==> src/rtl/bcc_pkg.sv <==
`timescale 1ns / 1ps

package bcc_pkg;

  // field and register widths
  localparam int unsigned TIME_W   = 32;
  localparam int unsigned SPAN_W   = 16;
  localparam int unsigned CFG_IDX_W = 1;

  // register indexes
  localparam logic [CFG_IDX_W-1:0] REG_DEBOUNCE = 1'd0;
  localparam logic [CFG_IDX_W-1:0] REG_WINDOW   = 1'd1;

  // register reset values
  localparam logic [SPAN_W-1:0] DEBOUNCE_RST = 16'd50;
  localparam logic [SPAN_W-1:0] WINDOW_RST   = 16'd400;

  // action codes
  localparam logic ACT_START  = 1'b0;
  localparam logic ACT_SAMPLE = 1'b1;

  typedef enum logic [1:0] {
    EV_NONE   = 2'd0,
    EV_SINGLE = 2'd1,
    EV_DOUBLE = 2'd2
  } bcc_event_e;

  typedef enum logic [2:0] {
    PH_BOOT_WAIT     = 3'd0,
    PH_IDLE          = 3'd1,
    PH_DEBOUNCE      = 3'd2,
    PH_HELD          = 3'd3,
    PH_REL_DEBOUNCE  = 3'd4,
    PH_WINDOW        = 3'd5,
    PH_SECOND_DEB    = 3'd6,
    PH_FINAL_RELEASE = 3'd7
  } bcc_phase_e;

  // one input beat
  typedef struct packed {
    logic              action;
    logic [TIME_W-1:0] now_ms;
    logic              pressed;
  } bcc_item_t;

  // wrapping elapsed-time check
  function automatic logic elapsed(input logic [TIME_W-1:0] now,
                                   input logic [TIME_W-1:0] since,
                                   input logic [SPAN_W-1:0] span);
    logic [TIME_W-1:0] diff;
    diff = now - since;
    return diff >= {{(TIME_W-SPAN_W){1'b0}}, span};
  endfunction

endpackage

==> src/rtl/bcc_in_reg.sv <==
`timescale 1ns / 1ps

module bcc_in_reg (
  input  logic                clk_i,
  input  logic                rst_ni,
  input  logic                in_valid_i,
  output logic                in_stall_o,
  input  bcc_pkg::bcc_item_t  item_i,
  input  logic                step_i,
  output logic                valid_o,
  output bcc_pkg::bcc_item_t  item_o
);
  import bcc_pkg::*;

  logic      valid_q;
  bcc_item_t item_q;
  logic      load;

  // register takes a beat when empty or when its beat moves on
  assign load       = !valid_q || step_i;
  assign in_stall_o = !load;

  always_ff @(posedge clk_i or negedge rst_ni) begin
    if (!rst_ni) begin
      valid_q <= 1'b0;
    end else if (load) begin
      valid_q <= in_valid_i;
    end
  end

  // payload
  always_ff @(posedge clk_i) begin
    if (load && in_valid_i) begin
      item_q <= item_i;
    end
  end

  assign valid_o = valid_q;
  assign item_o  = item_q;

`ifndef SYNTHESIS
  a_step_needs_item: assert property (@(posedge clk_i) disable iff (!rst_ni)
    step_i |-> valid_q)
    else $error("step without a held beat");
  a_stall_only_full: assert property (@(posedge clk_i) disable iff (!rst_ni)
    in_stall_o |-> valid_q && !step_i)
    else $error("input stalled while register free");
  a_hold_on_stall: assert property (@(posedge clk_i) disable iff (!rst_ni)
    valid_q && !step_i |=> valid_q && $stable(item_q))
    else $error("held beat lost");
`endif

endmodule

==> src/rtl/bcc_core.sv <==
`timescale 1ns / 1ps

module bcc_core (
  input  logic                          clk_i,
  input  logic                          rst_ni,
  input  logic                          step_i,
  input  bcc_pkg::bcc_item_t            item_i,
  input  logic [bcc_pkg::SPAN_W-1:0]    debounce_i,
  input  logic [bcc_pkg::SPAN_W-1:0]    window_i,
  output bcc_pkg::bcc_event_e           event_o
);
  import bcc_pkg::*;

  bcc_phase_e        phase_q, phase_d;
  logic [TIME_W-1:0] phase_t_q, phase_t_d;
  logic [TIME_W-1:0] press_t_q, press_t_d;
  logic [TIME_W-1:0] win_t_q, win_t_d;
  bcc_event_e        ev;

  logic deb_done, hold_long, win_done;

  // the three timing compares
  assign deb_done  = elapsed(item_i.now_ms, phase_t_q, debounce_i);
  assign hold_long = elapsed(item_i.now_ms, press_t_q, window_i);
  assign win_done  = elapsed(item_i.now_ms, win_t_q, window_i);

  // next phase and event
  always_comb begin
    phase_d   = phase_q;
    phase_t_d = phase_t_q;
    press_t_d = press_t_q;
    win_t_d   = win_t_q;
    ev        = EV_NONE;
    if (item_i.action == ACT_START) begin
      if (item_i.pressed) begin
        phase_d   = PH_BOOT_WAIT;
        phase_t_d = item_i.now_ms;
      end else begin
        phase_d = PH_IDLE;
      end
    end else begin
      unique case (phase_q)
        PH_BOOT_WAIT: begin
          if (item_i.pressed) begin
            phase_t_d = item_i.now_ms;
          end else if (deb_done) begin
            phase_d = PH_IDLE;
          end
        end
        PH_IDLE: begin
          if (item_i.pressed) begin
            phase_t_d = item_i.now_ms;
            phase_d   = PH_DEBOUNCE;
          end
        end
        PH_DEBOUNCE: begin
          if (!item_i.pressed) begin
            phase_d = PH_IDLE;
          end else if (deb_done) begin
            press_t_d = item_i.now_ms;
            phase_d   = PH_HELD;
          end
        end
        PH_HELD: begin
          if (!item_i.pressed) begin
            phase_t_d = item_i.now_ms;
            phase_d   = PH_REL_DEBOUNCE;
          end
        end
        PH_REL_DEBOUNCE: begin
          if (item_i.pressed) begin
            phase_d = PH_HELD;
          end else if (deb_done) begin
            if (hold_long) begin
              phase_d = PH_IDLE;
              ev      = EV_SINGLE;
            end else begin
              win_t_d = item_i.now_ms;
              phase_d = PH_WINDOW;
            end
          end
        end
        PH_WINDOW: begin
          if (win_done) begin
            phase_d = PH_IDLE;
            ev      = EV_SINGLE;
          end else if (item_i.pressed) begin
            phase_t_d = item_i.now_ms;
            phase_d   = PH_SECOND_DEB;
          end
        end
        PH_SECOND_DEB: begin
          if (!item_i.pressed) begin
            phase_d = PH_WINDOW;
          end else if (deb_done) begin
            phase_d = PH_FINAL_RELEASE;
            ev      = EV_DOUBLE;
          end
        end
        PH_FINAL_RELEASE: begin
          if (!item_i.pressed) begin
            phase_t_d = item_i.now_ms;
            phase_d   = PH_IDLE;
          end
        end
      endcase
    end
  end

  // state advances once per beat
  always_ff @(posedge clk_i or negedge rst_ni) begin
    if (!rst_ni) begin
      phase_q   <= PH_IDLE;
      phase_t_q <= '0;
      press_t_q <= '0;
      win_t_q   <= '0;
    end else if (step_i) begin
      phase_q   <= phase_d;
      phase_t_q <= phase_t_d;
      press_t_q <= press_t_d;
      win_t_q   <= win_t_d;
    end
  end

  assign event_o = ev;

`ifndef SYNTHESIS
  a_boot_guard: assert property (@(posedge clk_i) disable iff (!rst_ni)
    step_i && item_i.action == ACT_START && item_i.pressed |=> phase_q == PH_BOOT_WAIT)
    else $error("start with button held did not enter boot wait");
  a_double_src: assert property (@(posedge clk_i) disable iff (!rst_ni)
    step_i && ev == EV_DOUBLE |=> phase_q == PH_FINAL_RELEASE)
    else $error("double press without final release phase");
  a_single_src: assert property (@(posedge clk_i) disable iff (!rst_ni)
    ev == EV_SINGLE |-> phase_q == PH_REL_DEBOUNCE || phase_q == PH_WINDOW)
    else $error("single press from wrong phase");
  a_hold_state: assert property (@(posedge clk_i) disable iff (!rst_ni)
    !step_i |=> $stable(phase_q) && $stable(phase_t_q))
    else $error("state moved without a beat");
`endif

endmodule

==> src/rtl/bcc_out_reg.sv <==
`timescale 1ns / 1ps

module bcc_out_reg (
  input  logic                 clk_i,
  input  logic                 rst_ni,
  input  logic                 load_i,
  input  bcc_pkg::bcc_event_e  event_i,
  output logic                 out_valid_o,
  input  logic                 out_stall_i,
  output logic [1:0]           event_res_o,
  output logic                 free_o
);
  import bcc_pkg::*;

  logic       valid_q;
  bcc_event_e event_q;

  // free when empty or its beat leaves this cycle
  assign free_o = !valid_q || !out_stall_i;

  always_ff @(posedge clk_i or negedge rst_ni) begin
    if (!rst_ni) begin
      valid_q <= 1'b0;
    end else if (free_o) begin
      valid_q <= load_i;
    end
  end

  always_ff @(posedge clk_i) begin
    if (load_i) begin
      event_q <= event_i;
    end
  end

  assign out_valid_o = valid_q;
  assign event_res_o = event_q;

`ifndef SYNTHESIS
  a_no_overwrite: assert property (@(posedge clk_i) disable iff (!rst_ni)
    load_i |-> free_o)
    else $error("result register overwritten while stalled");
  a_event_code: assert property (@(posedge clk_i) disable iff (!rst_ni)
    valid_q |-> event_q == EV_NONE || event_q == EV_SINGLE || event_q == EV_DOUBLE)
    else $error("bad event code held");
  a_keep_on_stall: assert property (@(posedge clk_i) disable iff (!rst_ni)
    valid_q && out_stall_i |=> valid_q && $stable(event_q))
    else $error("stalled result dropped");
`endif

endmodule

==> src/rtl/button_click_classifier_top.sv <==
`timescale 1ns / 1ps

// Button click classifier: turns timestamped samples of a push button into
// single and double press events.
// Input channel: in_valid_i / in_stall_o carry action_i (start or sample),
// now_ms_i (wrapping ms time) and pressed_i. A beat moves on a rising edge
// with valid high and stall low.
// Output channel: out_valid_o / out_stall_i carry event_res_o (none, single,
// double); every input beat gives exactly one output beat, in order.
// The accepted beat passes through the input register, then through the phase
// logic into the result register. Throughput is one beat per cycle while the
// receiver does not stall; the phase update with its three 32-bit
// subtract-and-compare paths lies between the two registers.
// When the receiver stalls, the result register holds its beat and the input
// register fills; the input side then stalls too, with nothing dropped.
// Reset (rst_ni low, asynchronous) empties both registers, puts the phase
// machine in idle with zero timestamps, loads debounce 50 ms, window 400 ms.
// Config writes (cfg_we_i, cfg_idx_i, cfg_data_i) take effect at the next edge;
// the user makes them only while the block is idle; it does not enforce this.

module button_click_classifier_top (
  input  logic                           clk_i,
  input  logic                           rst_ni,
  // configuration
  input  logic                           cfg_we_i,
  input  logic [bcc_pkg::CFG_IDX_W-1:0]  cfg_idx_i,
  input  logic [bcc_pkg::SPAN_W-1:0]     cfg_data_i,
  // input channel
  input  logic                           in_valid_i,
  output logic                           in_stall_o,
  input  logic                           action_i,
  input  logic [bcc_pkg::TIME_W-1:0]     now_ms_i,
  input  logic                           pressed_i,
  // output channel
  output logic                           out_valid_o,
  input  logic                           out_stall_i,
  output logic [1:0]                     event_res_o
);
  import bcc_pkg::*;

  logic [SPAN_W-1:0] debounce_q;
  logic [SPAN_W-1:0] window_q;
  bcc_item_t         in_item;
  bcc_item_t         held_item;
  logic              held_valid;
  logic              out_free;
  logic              step;
  bcc_event_e        ev;

  // configuration registers
  always_ff @(posedge clk_i or negedge rst_ni) begin
    if (!rst_ni) begin
      debounce_q <= DEBOUNCE_RST;
      window_q   <= WINDOW_RST;
    end else if (cfg_we_i) begin
      unique case (cfg_idx_i)
        REG_DEBOUNCE: debounce_q <= cfg_data_i;
        REG_WINDOW:   window_q   <= cfg_data_i;
        default: ;
      endcase
    end
  end

  assign in_item.action  = action_i;
  assign in_item.now_ms  = now_ms_i;
  assign in_item.pressed = pressed_i;

  // a held beat moves into the result register when it has room
  assign step = held_valid && out_free;

  bcc_in_reg u_in_reg (
    .clk_i      (clk_i),
    .rst_ni     (rst_ni),
    .in_valid_i (in_valid_i),
    .in_stall_o (in_stall_o),
    .item_i     (in_item),
    .step_i     (step),
    .valid_o    (held_valid),
    .item_o     (held_item)
  );

  bcc_core u_core (
    .clk_i      (clk_i),
    .rst_ni     (rst_ni),
    .step_i     (step),
    .item_i     (held_item),
    .debounce_i (debounce_q),
    .window_i   (window_q),
    .event_o    (ev)
  );

  bcc_out_reg u_out_reg (
    .clk_i       (clk_i),
    .rst_ni      (rst_ni),
    .load_i      (step),
    .event_i     (ev),
    .out_valid_o (out_valid_o),
    .out_stall_i (out_stall_i),
    .event_res_o (event_res_o),
    .free_o      (out_free)
  );

`ifndef SYNTHESIS
  a_cfg_hold: assert property (@(posedge clk_i) disable iff (!rst_ni)
    !cfg_we_i |=> $stable(debounce_q) && $stable(window_q))
    else $error("configuration changed without a write");
  a_step_fills_out: assert property (@(posedge clk_i) disable iff (!rst_ni)
    step |=> out_valid_o)
    else $error("beat lost between stages");
  a_stall_chain: assert property (@(posedge clk_i) disable iff (!rst_ni)
    in_stall_o |-> out_valid_o && out_stall_i)
    else $error("input stalled with result side free");
`endif

endmodule
==> config.mk <==
export PLATFORM = sky130hd
export DESIGN_NAME = button_click_classifier_top
export DESIGN_NICKNAME = d
export VERILOG_FILES = /design/src/rtl/bcc_pkg.sv /design/src/rtl/bcc_in_reg.sv /design/src/rtl/bcc_core.sv /design/src/rtl/bcc_out_reg.sv /design/src/rtl/button_click_classifier_top.sv
export SDC_FILE = /design/constraint.sdc
export NUM_CORES = 1
export LEC_CHECK = 0
export BUFFER_PORTS_ARGS = -buffer_cell sky130_fd_sc_hd__clkbuf_2
export CAP_MARGIN = 20
export CORE_ASPECT_RATIO = 1.75
export CORE_MARGIN = 3
export CORE_UTILIZATION = 45
export DETAILED_ROUTE_END_ITERATION = 6
export PLACE_DENSITY = 0.69
export SLEW_MARGIN = 20
export SYNTH_ARGS = -nofsm -noshare
export SYNTH_HDL_FRONTEND = slang
export SYNTH_SLANG_ARGS = --single-unit
==> constraint.sdc <==
create_clock -name clk_i -period 5.9 [get_ports clk_i]
set_input_delay 1.18 -clock clk_i [delete_from_list [all_inputs] [get_ports clk_i]]
set_output_delay 1.18 -clock clk_i [all_outputs]
set_load 0.1 [all_outputs]
Yosys cells after proc, flatten, opt, wreduce, memory -nomap -nowiden. Index checks and enable logic that the tools add are counted.

Bits in latches: 0. Logic and storage cells: 86. Memories: 0. Bits in registers: 169. ROM bits: 0. Output and inout bits: 4. RAM bits: 0.

Shift-type cells: 0. $lt $le $gt $ge: 3. Multipliers: 0. Divide/modulo/power cells: 0. Bitwise gates (word level): 3. Multiplexer cells: 29. $add $sub $neg: 3. Equality and inequality tests: 19. Reduce and logical (&&, ||, !) cells: 17.

Operator list (number): $mux 32 (4); $ge 32x16->1 (3); $pmux 32 s3 (1); $sub 32x32->32 (3); $mux 3 (15); $pmux 3 s8 (1); $ne 4x3->1 const B (5); $ne 3x3->1 const B (6); $eq 3x3->1 const B (4); $reduce_and 10->1 (1); $mux 2 (4); $eq 3x2->1 const B (2); $pmux 2 s3 (1); $reduce_and 6->1 (1); $reduce_and 5->1 (1); $logic_not 1->1 (4); $reduce_and 2->1 (2); $reduce_and 4->1 (1); $reduce_or 2->1 (2); $eq 3x1->1 const B (1); $logic_not 3->1 (1); $mux 1 (3); $ne 3x2->1 const B (1); $not 1->1 (3); 2 further kinds (4).

Depth between registers and ports, before layout. Gate-level depths: netlist (run 1).

Word-level depth: 7. Mapped depth: 26. Mapped depth without buffers: 24.

Hierarchy. A second synthesis (run 1) with hierarchy kept.

Cell total of the unflattened synthesis: 1594. Area, all modules: 14401.3 um2.

Modules (own cells, without submodules): bcc_core (instances 1, area each 11960.2 um2, cells each 1480); button_click_classifier_top (instances 1, area each 1266.2 um2, cells each 70); bcc_in_reg (instances 1, area each 1078.5 um2, cells each 39); bcc_out_reg (instances 1, area each 96.3 um2, cells each 5).

Least setup slack after synthesis (run 1). No wires, ideal clock.

Path type: register to register. Start point: reg u_in_reg.item_q, in the netlist u_in_reg.item_o[4]. End point: reg u_core.win_t_q[10]. Setup time: 125 ps. Path buffers: 2. Setup slack: 963 ps. Cell stages (with the launch flop): 23. Data required time: 5775 ps. Arrival: 4812 ps. Cell sequence: edfxtp_1 -> ha_1 -> and2_4 -> a221oi_2 -> nand2_1 -> a31oi_1 -> o21bai_1 -> a21oi_1 -> xnor2_1 -> ha_1 -> a21oi_1 -> o21ai_0 -> a211o_1 -> a41oi_1 -> o32ai_1 -> a2111oi_2 -> nand4bb_1 -> or3_1 -> or4b_1 -> and4b_1 -> buf_6 -> buf_12 -> mux2_4.

Word-level cells in the longest chain between the ends: 4. Elaborated cells on any way between the ends: 6. Those cells by class: add/sub (2); order compare (2); bitwise (1); reduce/logical (1).

RTL lines: start: declaration (RTL line bcc_in_reg.sv:16) `bcc_item_t item_q;`; start signal: assignment (RTL line bcc_in_reg.sv:34) `item_q <= item_i;`; $sub 32x32->32 (RTL line bcc_pkg.sv:51) `diff = now - since;`; $ge 32x16->1 (RTL line bcc_pkg.sv:52) `return diff >= {{(TIME_W-SPAN_W){1'b0}}, span};`; $not 1->1 (no line); $reduce_and 6->1 (no line) (*); end signal: assignment (RTL line bcc_core.sv:121) `win_t_q <= win_t_d;`; end: declaration (RTL line bcc_core.sv:17) `logic [TIME_W-1:0] win_t_q, win_t_d;`.

Mark *: on every way between the ends. The rest lies on a longest branch, timed or not. A chain may end at the register's enable or synchronous reset.

Worst setup path after layout (run 1).
Start point: reg u_in_reg.item_q, in the netlist u_in_reg.item_o[1]. End point: reg u_core.win_t_q[24].

The elaborated chain is that of the path after synthesis.

==> impl_metrics.json, run 1 <==
{
  "synthDistinctLibCells": 85,
  "cpPeakStageDelay_ns": 0.55,
  "crit_family": "simple AND/OR/NAND/NOR gates",
  "tightest_slew_ns": 1.00,
  "vias": 11230,
  "final_hold_viol_count": 0,
  "start_kind": "flip-flop",
  "yosys-top-cells-area": "dfrtp_1 (23%), ha_1 (13%), edfxtp_1 (8.0%), mux2_2 (6.7%), a21oi_1 (4.4%)",
  "outcome": "completed",
  "track_usage_pct": 23.6,
  "avgSynthCellArea_sq_um": 9.22,
  "fin_setup_tns_ns": 0,
  "rsz0062_at_grt": "no",
  "finalPower_w": 0.00611,
  "drive_gt1_share_pct": 16.9,
  "power.density_mw_per_mm2": 411,
  "avgViaCountPerCell": 5.89,
  "slew_headroom_pct": 32.9,
  "seq_area_frac_synth_pct": 32.6,
  "hp-class": "flip-flop to flip-flop",
  "ctsResizeCount": 0,
  "area_growth_pct": 9.75,
  "dp_hpwl_microns": 30100,
  "critPathBufInv": 3,
  "antenna_found_initial": 0,
  "max_freq_mhz": 180,
  "io_buffers": 59,
  "placementRows": 83,
  "cp_max_fo": 17,
  "fin_cells": 1907,
  "multi_input_area_sq_mm": 0.00833,
  "setup_viol": 0,
  "nFillCells": 2760,
  "place_inst": 1875,
  "io_pins": 60,
  "yosysWarnings": 0,
  "synthArstFlopShare_pct": 78.7,
  "initial_core_util_pct": 45.9,
  "n_antenna_cell": 0,
  "required_ns": 6.24,
  "post-cts-setup-buffer-count": 0,
  "dr.pass1.iters": 5,
  "finalCriticalPeriod_ns": 5.55,
  "cts_tree": "built",
  "clockRootBuffer": "clkbuf_16",
  "arrival_ns": 5.89,
  "ys_seq_elements": 169,
  "syn_nets": 1667,
  "pre_cts_slack_ns": 0.451,
  "cts-htree-levels": 4,
  "grt_pass1_wl_microns": 59300,
  "fin_hold_ws_ns": 0.490,
  "criticalPathCategory": "flip-flop to flip-flop",
  "synth_ff_type": "dfrtp_1",
  "drv_slew": 0,
  "gp_congestion": 0.925,
  "hold_buffers": 0,
  "maxCapViolations": 0,
  "skew_ns": 0.00939,
  "drt_iter0_drc": 615,
  "clock_sinks": 169,
  "synth_top_area_share_pct": 23.3,
  "slowest_stage": "and4b_2",
  "seq_area_sq_mm": 0.00442,
  "die_x_microns": 137,
  "grt_pass1_vias": 11328,
  "cts_inserted_buffers": 17,
  "clock_latency_ns": 0.46,
  "final_nets": 1712,
  "crit_chain": "inv_1 > ha_1 > fa_1 > nor2b_1 > o211ai_1 > a21o_1 > o31ai_1 > xor2_1 > ha_1 > nor2b_1 > o21ai_0 > nand2_1 > a2111oi_0 > buf_4 > nand4_1 > nor3_1 > nand4_1 > and4b_2 > buf_12 > mux2_4",
  "ir_drop_uv": 225,
  "dieHeight_microns": 235,
  "ant_nets": 0,
  "p_leak_nw": 6.53,
  "synthesis.area_sq_mm": 0.0135,
  "fin_crit_sh_pct": 94.1,
  "wire_per_inst_microns": 19.7,
  "synth_edf_count": 36,
  "cts_buffer_depth": 2,
  "die_area_sq_mm": 0.0323,
  "finalWorstSetupSlack_ns": 0.347,
  "finalWirelength_microns": 37600,
  "core-area_sq_mm": 0.0295,
  "synth_top_area_cell": "dfrtp_1",
  "end_kind": "flip-flop",
  "grt_overflow": 0,
  "grt_max_degree": 99,
  "path_clk_slew_ns": 0.07,
  "drc": 0,
  "synthCells": 1467
}
-- where the power goes --
| group | internal (W) | switching, W | total (W) |
|---|---|---|---|
| registers | 0.00144 | 0.000169 | 0.00161 |
| logic | 0.00143 | 0.00189 | 0.00332 |
| clock network | 0.000619 | 0.000555 | 0.00117 |
-- cell usage after synthesis, types with 5 or more instances --
library cell / count
a31o_2: 5
nor3_1: 23
nand4_1: 31
nand2b_1: 20
o211ai_1: 11
a211oi_1: 16
buf_2: 12
mux2i_1: 8
and2_1: 12
nor2_1: 82
mux2_4: 29
o21bai_1: 11
and3_1: 7
o21ai_1: 8
o21a_1: 18
clkbuf_1: 30
nor4_1: 6
mux2_2: 81
nand2_1: 111
inv_1: 147
a21boi_0: 5
nor2b_1: 14
a2111oi_0: 7
o21ai_0: 87
ha_1: 141
or3_1: 7
a31oi_1: 14
a21o_1: 32
xnor2_1: 47
dfrtp_1: 126
xor2_1: 18
or2_2: 5
nand3_1: 29
a211o_1: 5
dfstp_2: 7
edfxtp_1: 36
a21oi_1: 120
a41oi_1: 7
-- cells in the final DEF (no fill, tap or decap), types with 8 or more instances in the layout --
master | Yosys | layout
a21oi_1 | 120 | 120
inv_1 | 147 | 147
clkbuf_16 | 0 | 17
nor2b_1 | 14 | 13
o21a_1 | 18 | 18
nand4_1 | 31 | 31
nor2_1 | 82 | 82
edfxtp_1 | 36 | 36
o211ai_1 | 11 | 11
buf_4 | 0 | 12
mux2_4 | 29 | 29
nand3_1 | 29 | 29
nand2b_1 | 20 | 20
mux2i_1 | 8 | 8
ha_1 | 141 | 141
a211oi_1 | 16 | 16
nor3_1 | 23 | 23
o21ai_0 | 87 | 87
clkbuf_2 | 1 | 58
a21o_1 | 32 | 32
xnor2_1 | 47 | 47
o21bai_1 | 11 | 11
mux2_2 | 81 | 81
nand2_1 | 111 | 111
xor2_1 | 18 | 18
and2_1 | 12 | 11
dfrtp_1 | 126 | 126
a31oi_1 | 14 | 14
-- final cells by class --
| type | count | share of cell area, % |
|---|---|---|
| Clock buffer | 18 | 2.96 |
| Timing Repair Buffer | 74 | 3.04 |
| Tap cell | 382 | 3.22 |
| Clock inverter | 14 | 1.21 |
| Sequential cell | 169 | 29.7 |
| Multi-Input combinational cell | 1103 | 56.1 |
| Inverter | 147 | 3.72 |
-- worst paths after layout --
check | from | endpoint | cells after the start | slack (ns)
max | u_in_reg.item_o[1]$_DFFE_PP_ | u_core.win_t_q[24]$_DFFE_PN0P_ | 20 | 0.35
min | u_core.win_t_q[2]$_DFFE_PN0P_ | u_core.win_t_q[2]$_DFFE_PN0P_ | 1 | 0.49
max reg2reg | u_in_reg.item_o[1]$_DFFE_PP_ | u_core.win_t_q[24]$_DFFE_PN0P_ | 20 | 0.35
min reg2reg | u_core.win_t_q[2]$_DFFE_PN0P_ | u_core.win_t_q[2]$_DFFE_PN0P_ | 1 | 0.49
max in group asynchronous | rst_ni | u_core.phase_q[0]$_DFFE_PN1P_ | 2 | 3.97
min in group asynchronous | rst_ni | u_core.press_t_q[22]$_DFFE_PN0P_ | 1 | 0.81
-- registers in the layout, summed over array words and instances (netlist names) --
register               count
u_out_reg.out_valid_o      1
u_out_reg.event_res_o      2
u_core.phase_q             3
u_core.phase_t_q          32
u_in_reg.valid_o           1
u_core.win_t_q            32
u_core.press_t_q          32
u_in_reg.item_o           34
debounce_q                16
window_q                  16
-- per-layer routing --
metal / GRT usage [%] / vias to the layer above / share of wire [%]
met4: 16.8 / 0 / 7.8
met5: 0 / - / 0
met2: 41.6 / 305 / 51
met3: 3.04 / 127 / 3.2
met1: 25.3 / 5384 / 38
li1: - / 5414 / -
-- logic make-up after synthesis --
group / synth area share, %
DFF: 32.6
AOI/OAI and AO/OA: 19.0
adders and majority gates: 13.5
xor gates and xnor gates: 4.21
muxes: 10.9
buffers and inverters: 5.95
and+or+nand+nor: 13.8
-- metrics by stage --
| step | utilization, % | cell area (sq um) |
|---|---|---|
| 3_5_place_dp | 48.3 | 14200 |
| 6_report | 50.4 | 14900 |
| 5_1_grt | 50.4 | 14900 |
| 3_3_place_gp | 48.3 | 14200 |
| 2_1_floorplan | - | 13500 |
| 4_1_cts | 50.4 | 14900 |
Power figures use the tool's default switching activity.
==> run 2: changes to the inputs <==
--- a/config.mk
+++ b/config.mk
@@ -7,7 +7,6 @@
 export LEC_CHECK = 0
 export BUFFER_PORTS_ARGS = -buffer_cell sky130_fd_sc_hd__clkbuf_2
 export CAP_MARGIN = 20
-export CORE_ASPECT_RATIO = 1.75
 export CORE_MARGIN = 3
 export CORE_UTILIZATION = 45
 export DETAILED_ROUTE_END_ITERATION = 6
==> run 2 against run 1 <==
  * Clock power is 3% lower
  * Cell count about the same
  * Fmax grew 0.89%
  * Critical endpoint is now u_core.win_t_q[0]$_DFFE_PN0P_
==> impl_metrics.json, run 2 (synthesized netlist as in run 1, its figures left out) <==
{
  "outcome": "completed",
  "slew_headroom_pct": 31.1,
  "cts_buffer_depth": 2,
  "final_nets": 1711,
  "cp-startpoint": "u_in_reg.item_o[4]$_DFFE_PP_",
  "final_common_cell": "inv_1",
  "r2r_start": "u_in_reg.item_o[4]$_DFFE_PP_",
  "final_util_pct": 50.8,
  "cts-htree-levels": 4,
  "core-area_sq_mm": 0.0292,
  "p_leak_nw": 6.52,
  "drv_slew": 0,
  "io_pins": 60,
  "grt_pass1_wl_microns": 56700,
  "post-cts-setup-buffer-count": 0,
  "maxCapViolations": 0,
  "path_clk_slew_ns": 0.07,
  "skew_ns": 0.0133,
  "setup_viol": 0,
  "dieHeight_microns": 179,
  "clock_latency_ns": 0.44,
  "drive_gt1_share_pct": 16.9,
  "cts_inserted_buffers": 17,
  "clock_sinks": 169,
  "avgViaCountPerCell": 5.83,
  "track_usage_pct": 21.5,
  "area_growth_pct": 9.41,
  "io_buffers": 59,
  "grt_pass1_vias": 10924,
  "required_ns": 6.21,
  "hold_buffers": 0,
  "dr.pass1.iters": 5,
  "drt_iter0_drc": 915,
  "grt_max_degree": 100,
  "ir_drop_uv": 247,
  "rr_worst_depth": 21,
  "dp_hpwl_microns": 28000,
  "n_antenna_cell": 0,
  "cp_max_fo": 32,
  "die_area_sq_mm": 0.0322,
  "gp_congestion": 0.908,
  "antenna_found_initial": 0,
  "grt_overflow": 0,
  "die_x_microns": 179,
  "criticalPathCategory": "flip-flop to flip-flop",
  "final_cell_mix": "inv_1 (147), ha_1 (141), dfrtp_1 (126), a21oi_1 (120), nand2_1 (111)",
  "min_path_cells": 1,
  "hp-class": "flip-flop to flip-flop",
  "initial_core_util_pct": 46.4,
  "ctsResizeCount": 0,
  "drc": 0,
  "max_freq_mhz": 182,
  "finalWirelength_microns": 35400,
  "r2r_slack_ns": 0.40,
  "finalCriticalPeriod_ns": 5.50,
  "placementRows": 62,
  "ant_nets": 0,
  "fin_crit_sh_pct": 93.3,
  "arrival_ns": 5.82,
  "crit_end": "u_core.win_t_q[0]$_DFFE_PN0P_",
  "rsz0062_at_grt": "no",
  "vias": 11116,
  "final_area_sq_mm": 0.0148,
  "tightest_slew_ns": 1.03,
  "cts_tree": "built",
  "end_kind": "flip-flop",
  "power.density_mw_per_mm2": 407,
  "fin_setup_tns_ns": 0,
  "start_kind": "flip-flop",
  "place_area_sq_mm": 0.0142,
  "rr_endpoint": "u_core.win_t_q[0]$_DFFE_PN0P_",
  "wire_per_inst_microns": 18.5,
  "final_hold_viol_count": 0,
  "clockRootBuffer": "clkbuf_16",
  "largest_register_ffs": 34
}
## run 2: cell types whose count changed in the layout (fill, tap and decap cells not counted), moves of 2 or more
| cell | previous run | this run |
|---|---|---|
| clkinv_8 | 4 | 0 |
| clkbuf_8 | 1 | 3 |
| clkinv_2 | 0 | 2 |
| inv_4 | 0 | 2 |
| inv_8 | 3 | 1 |
## run 2: final cells by class
class                   instances  area [sq um]
inverters                     147           552
clock buffers                  21           492
fillers                      2730         14400
flip-flops and latches        169          4420
multi-input cells            1103          8320
repair buffers                 73           432
well taps                     384           480
clock inverters                11           108
## run 2: worst max-delay path, cell delays in order, from the launching register on
cell and delay, ns:
edfxtp_1 0.48, ha_1 0.40, and2_4 0.19, a221oi_2 0.27
nand2_1 0.14, a31oi_1 0.28, o21bai_1 0.10, a21oi_1 0.19
xnor2_1 0.14, ha_1 0.26, a21oi_1 0.14, o21ai_0 0.12
a211o_1 0.28, a41oi_1 0.24, o32ai_1 0.17, a2111oi_2 0.23
nand4bb_1 0.12, or3_1 0.30, or4b_1 0.52, and4b_2 0.25
buf_12 0.19, mux2_1 0.33
## run 2: through the flow
step	instances	hold slack, ns	total power (W)	setup slack (ns)
floorplan	1467	0.456	0.00409	0.963
global placement	1876	0.467	0.00479	0.531
detailed placement	1876	0.471	0.00485	0.406
CTS	1908	0.490	0.00603	0.393
global route	1908	0.513	0.00651	0.103
finish	1908	0.485	0.00603	0.395
## run 2: routing by layer
metal / wire length [microns] / part of all wire (%) / vias to the layer above / track usage, %
li1: - / - / 5400 / -
met1: 16600 / 47 / 5347 / 29.6
met2: 16300 / 46 / 292 / 35.2
met3: 1460 / 4.1 / 77 / 2.75
met4: 1090 / 3.1 / 0 / 7.64
met5: 0 / 0 / - / 0
## run 2: power breakdown
group / switching (W) / internal (W) / total, W / leakage (nW)
clock: 0.000485 / 0.000647 / 0.00113 / 0.302
combinational: 0.00187 / 0.00141 / 0.00329 / 4.21
sequential: 0.000166 / 0.00144 / 0.00161 / 2.02
## run 2: worst min path at each step
stage                                         to                             from
5_1_grt          u_core.press_t_q[8]$_DFFE_PN0P_  u_core.press_t_q[8]$_DFFE_PN0P_
3_3_place_gp       u_core.win_t_q[2]$_DFFE_PN0P_    u_core.win_t_q[2]$_DFFE_PN0P_
6_report       u_out_reg.out_valid_o$_DFFE_PN0P_     u_in_reg.valid_o$_DFFE_PN0N_
4_1_cts        u_out_reg.out_valid_o$_DFFE_PN0P_     u_in_reg.valid_o$_DFFE_PN0N_
3_5_place_dp   u_out_reg.out_valid_o$_DFFE_PN0P_     u_in_reg.valid_o$_DFFE_PN0N_
2_1_floorplan  u_out_reg.out_valid_o$_DFFE_PN0P_     u_in_reg.valid_o$_DFFE_PN0N_
==> run 3: changes to the inputs <==
==> constraint.sdc (replaced) <==
create_clock -name clk_i -period 5.8 [get_ports clk_i]
set_input_delay 1.16 -clock clk_i [delete_from_list [all_inputs] [get_ports clk_i]]
set_output_delay 1.16 -clock clk_i [all_outputs]
set_load 0.1 [all_outputs]
==> run 3 against run 2 <==
  * Sequential share of layout area hardly changed
  * Via count shrank 0.27%
  * Combinational power rose by 2%
  * Global-route usage up 0.083 points
  * Sequential power about the same
  * Critical path depth increased by 4
  * Clock skew rose by 0.00067 ns
  * Power increased by 1.8%
  * Worst setup slack got worse by 0.076 ns
  * Count of clock-buffer cells in the layout is 4 lower
  * Utilization barely moved
  * Register-to-register slack lost 0.08 ns
  * Critical path type unchanged
==> impl_metrics.json, run 3 (synthesized netlist as in run 1, its figures left out) <==
{
  "drt_iter0_drc": 928,
  "finalWirelength_microns": 35400,
  "io_buffers": 59,
  "max_freq_mhz": 182,
  "antenna_found_initial": 0,
  "post-cts-setup-buffer-count": 0,
  "hp-class": "flip-flop to flip-flop",
  "grt_max_degree": 103,
  "required_ns": 6.13,
  "vias": 11086,
  "dieHeight_microns": 179,
  "clockRootBuffer": "clkbuf_16",
  "cts_buffer_depth": 2,
  "ir_drop_uv": 267,
  "drive_gt1_share_pct": 17.0,
  "clock_latency_ns": 0.46,
  "clock_sinks": 169,
  "p_leak_nw": 6.51,
  "outcome": "completed",
  "grt_pass1_vias": 10726,
  "skew_ns": 0.0139,
  "track_usage_pct": 21.6,
  "cts_inserted_buffers": 17,
  "io_pins": 60,
  "end_kind": "flip-flop",
  "final_nets": 1712,
  "criticalPathCategory": "flip-flop to flip-flop",
  "final_common_cell": "inv_1",
  "drv_slew": 0,
  "fin_crit_sh_pct": 94.5,
  "grt_overflow": 0,
  "grt_pass1_wl_microns": 56800,
  "maxCapViolations": 0,
  "die_area_sq_mm": 0.0322,
  "finalPower_w": 0.00614,
  "finalCriticalPeriod_ns": 5.48,
  "final_hold_viol_count": 0,
  "setup_viol": 0,
  "ant_nets": 0,
  "cp_max_fo": 32,
  "n_antenna_cell": 0,
  "tightest_slew_ns": 1.01,
  "avgViaCountPerCell": 5.81,
  "wire_per_inst_microns": 18.5,
  "area_growth_pct": 9.39,
  "initial_core_util_pct": 46.4,
  "cts_tree": "built",
  "core-area_sq_mm": 0.0292,
  "placementRows": 62,
  "largest_register_ffs": 34,
  "rr_worst_depth": 25,
  "fin_cells": 1909,
  "final_cell_mix": "inv_1 (147), ha_1 (141), dfrtp_1 (126), a21oi_1 (120), nand2_1 (111)",
  "dp_hpwl_microns": 28100,
  "power.density_mw_per_mm2": 415,
  "arrival_ns": 5.81,
  "min_path_cells": 1,
  "dr.pass1.iters": 5,
  "gp_congestion": 0.910,
  "start_kind": "flip-flop",
  "cts-htree-levels": 4,
  "place_inst": 1877,
  "path_clk_slew_ns": 0.07,
  "drc": 0,
  "slew_headroom_pct": 32.1,
  "die_x_microns": 179
}
run 3: cell types whose count changed in the layout (fill, tap and decap cells not counted), sizes merged:
cell      before  now
buf           15   16
clkbuf        79   75
bufinv         1    0
inv          152  158
clkinvlp       0    1
clkinv         5    3
run 3: report_power, final:
part	switching, W	total, W	leakage, nW	internal [W]
Sequential	0.000166	0.00163	2.02	0.00147
Combinational	0.00192	0.00337	4.21	0.00145
Clock	0.000557	0.00113	0.284	0.000575
run 3: repair_timing:
action                     CTS  global route
setup endpoints to repair    0            32
hold buffers                 0             0
gates resized for setup      0             2
run 3: final timing paths:
path	start	endpoint	slack (ns)
min reg2reg	u_core.win_t_q[2]$_DFFE_PN0P_	u_core.win_t_q[2]$_DFFE_PN0P_	0.49
max reg2reg	u_in_reg.item_o[1]$_DFFE_PP_	u_core.win_t_q[0]$_DFFE_PN0P_	0.32
min in group asynchronous	rst_ni	debounce_q[2]$_DFFE_PN0P_	0.75
max	u_in_reg.item_o[1]$_DFFE_PP_	u_core.win_t_q[0]$_DFFE_PN0P_	0.32
min	u_core.win_t_q[2]$_DFFE_PN0P_	u_core.win_t_q[2]$_DFFE_PN0P_	0.49
max in group asynchronous	rst_ni	debounce_q[5]$_DFFE_PN1P_	4.04
run 3: worst max-delay path: stages (launching register included):
cell and delay, ns:
edfxtp_1 0.40, inv_1 0.10, ha_1 0.24, fa_1 0.41
nand2b_1 0.20, a21oi_1 0.19, o21ai_0 0.12, nand2b_1 0.09
a21oi_1 0.09, nor2b_1 0.13, o21a_1 0.11, nor2_1 0.04
xnor2_1 0.13, ha_1 0.29, nand2_1 0.06, o21ai_0 0.11
a211o_1 0.30, a41oi_2 0.19, o32ai_1 0.15, a2111oi_2 0.23
nand4bb_1 0.13, or3_1 0.30, or4b_1 0.53, and4b_2 0.25
buf_12 0.19, mux2_1 0.34
run 3: layout make-up:
type	instances	area, sq um
inverter	147	552
timing repair buffer	74	439
clock inverter	15	150
fill	2710	14400
clock buffer	17	425
tap	384	480
multi-input combinational	1103	8340
sequential	169	4420
run 3: metal layers:
metal | vias to the layer above | wire length, microns | track usage (%)
li1 | 5409 | - | -
met1 | 5343 | 16700 | 30.0
met2 | 278 | 16500 | 35.3
met3 | 56 | 1270 | 2.34
met4 | 0 | 906 | 7.70
met5 | - | 0 | 0
run 3: metrics by stage:
step	area, sq um	hold slack, ns	setup slack (ns)	setup TNS, ns	util, %
after CTS	14800	0.491	0.233	0	50.7
final	14800	0.491	0.320	0	50.8
after global routing	14800	0.507	-0.0372	-0.0929	50.8
after floorplan	13500	0.456	0.863	0	-
after global placement	14200	0.469	0.425	0	48.7
after detailed placement	14200	0.476	0.261	0	48.7
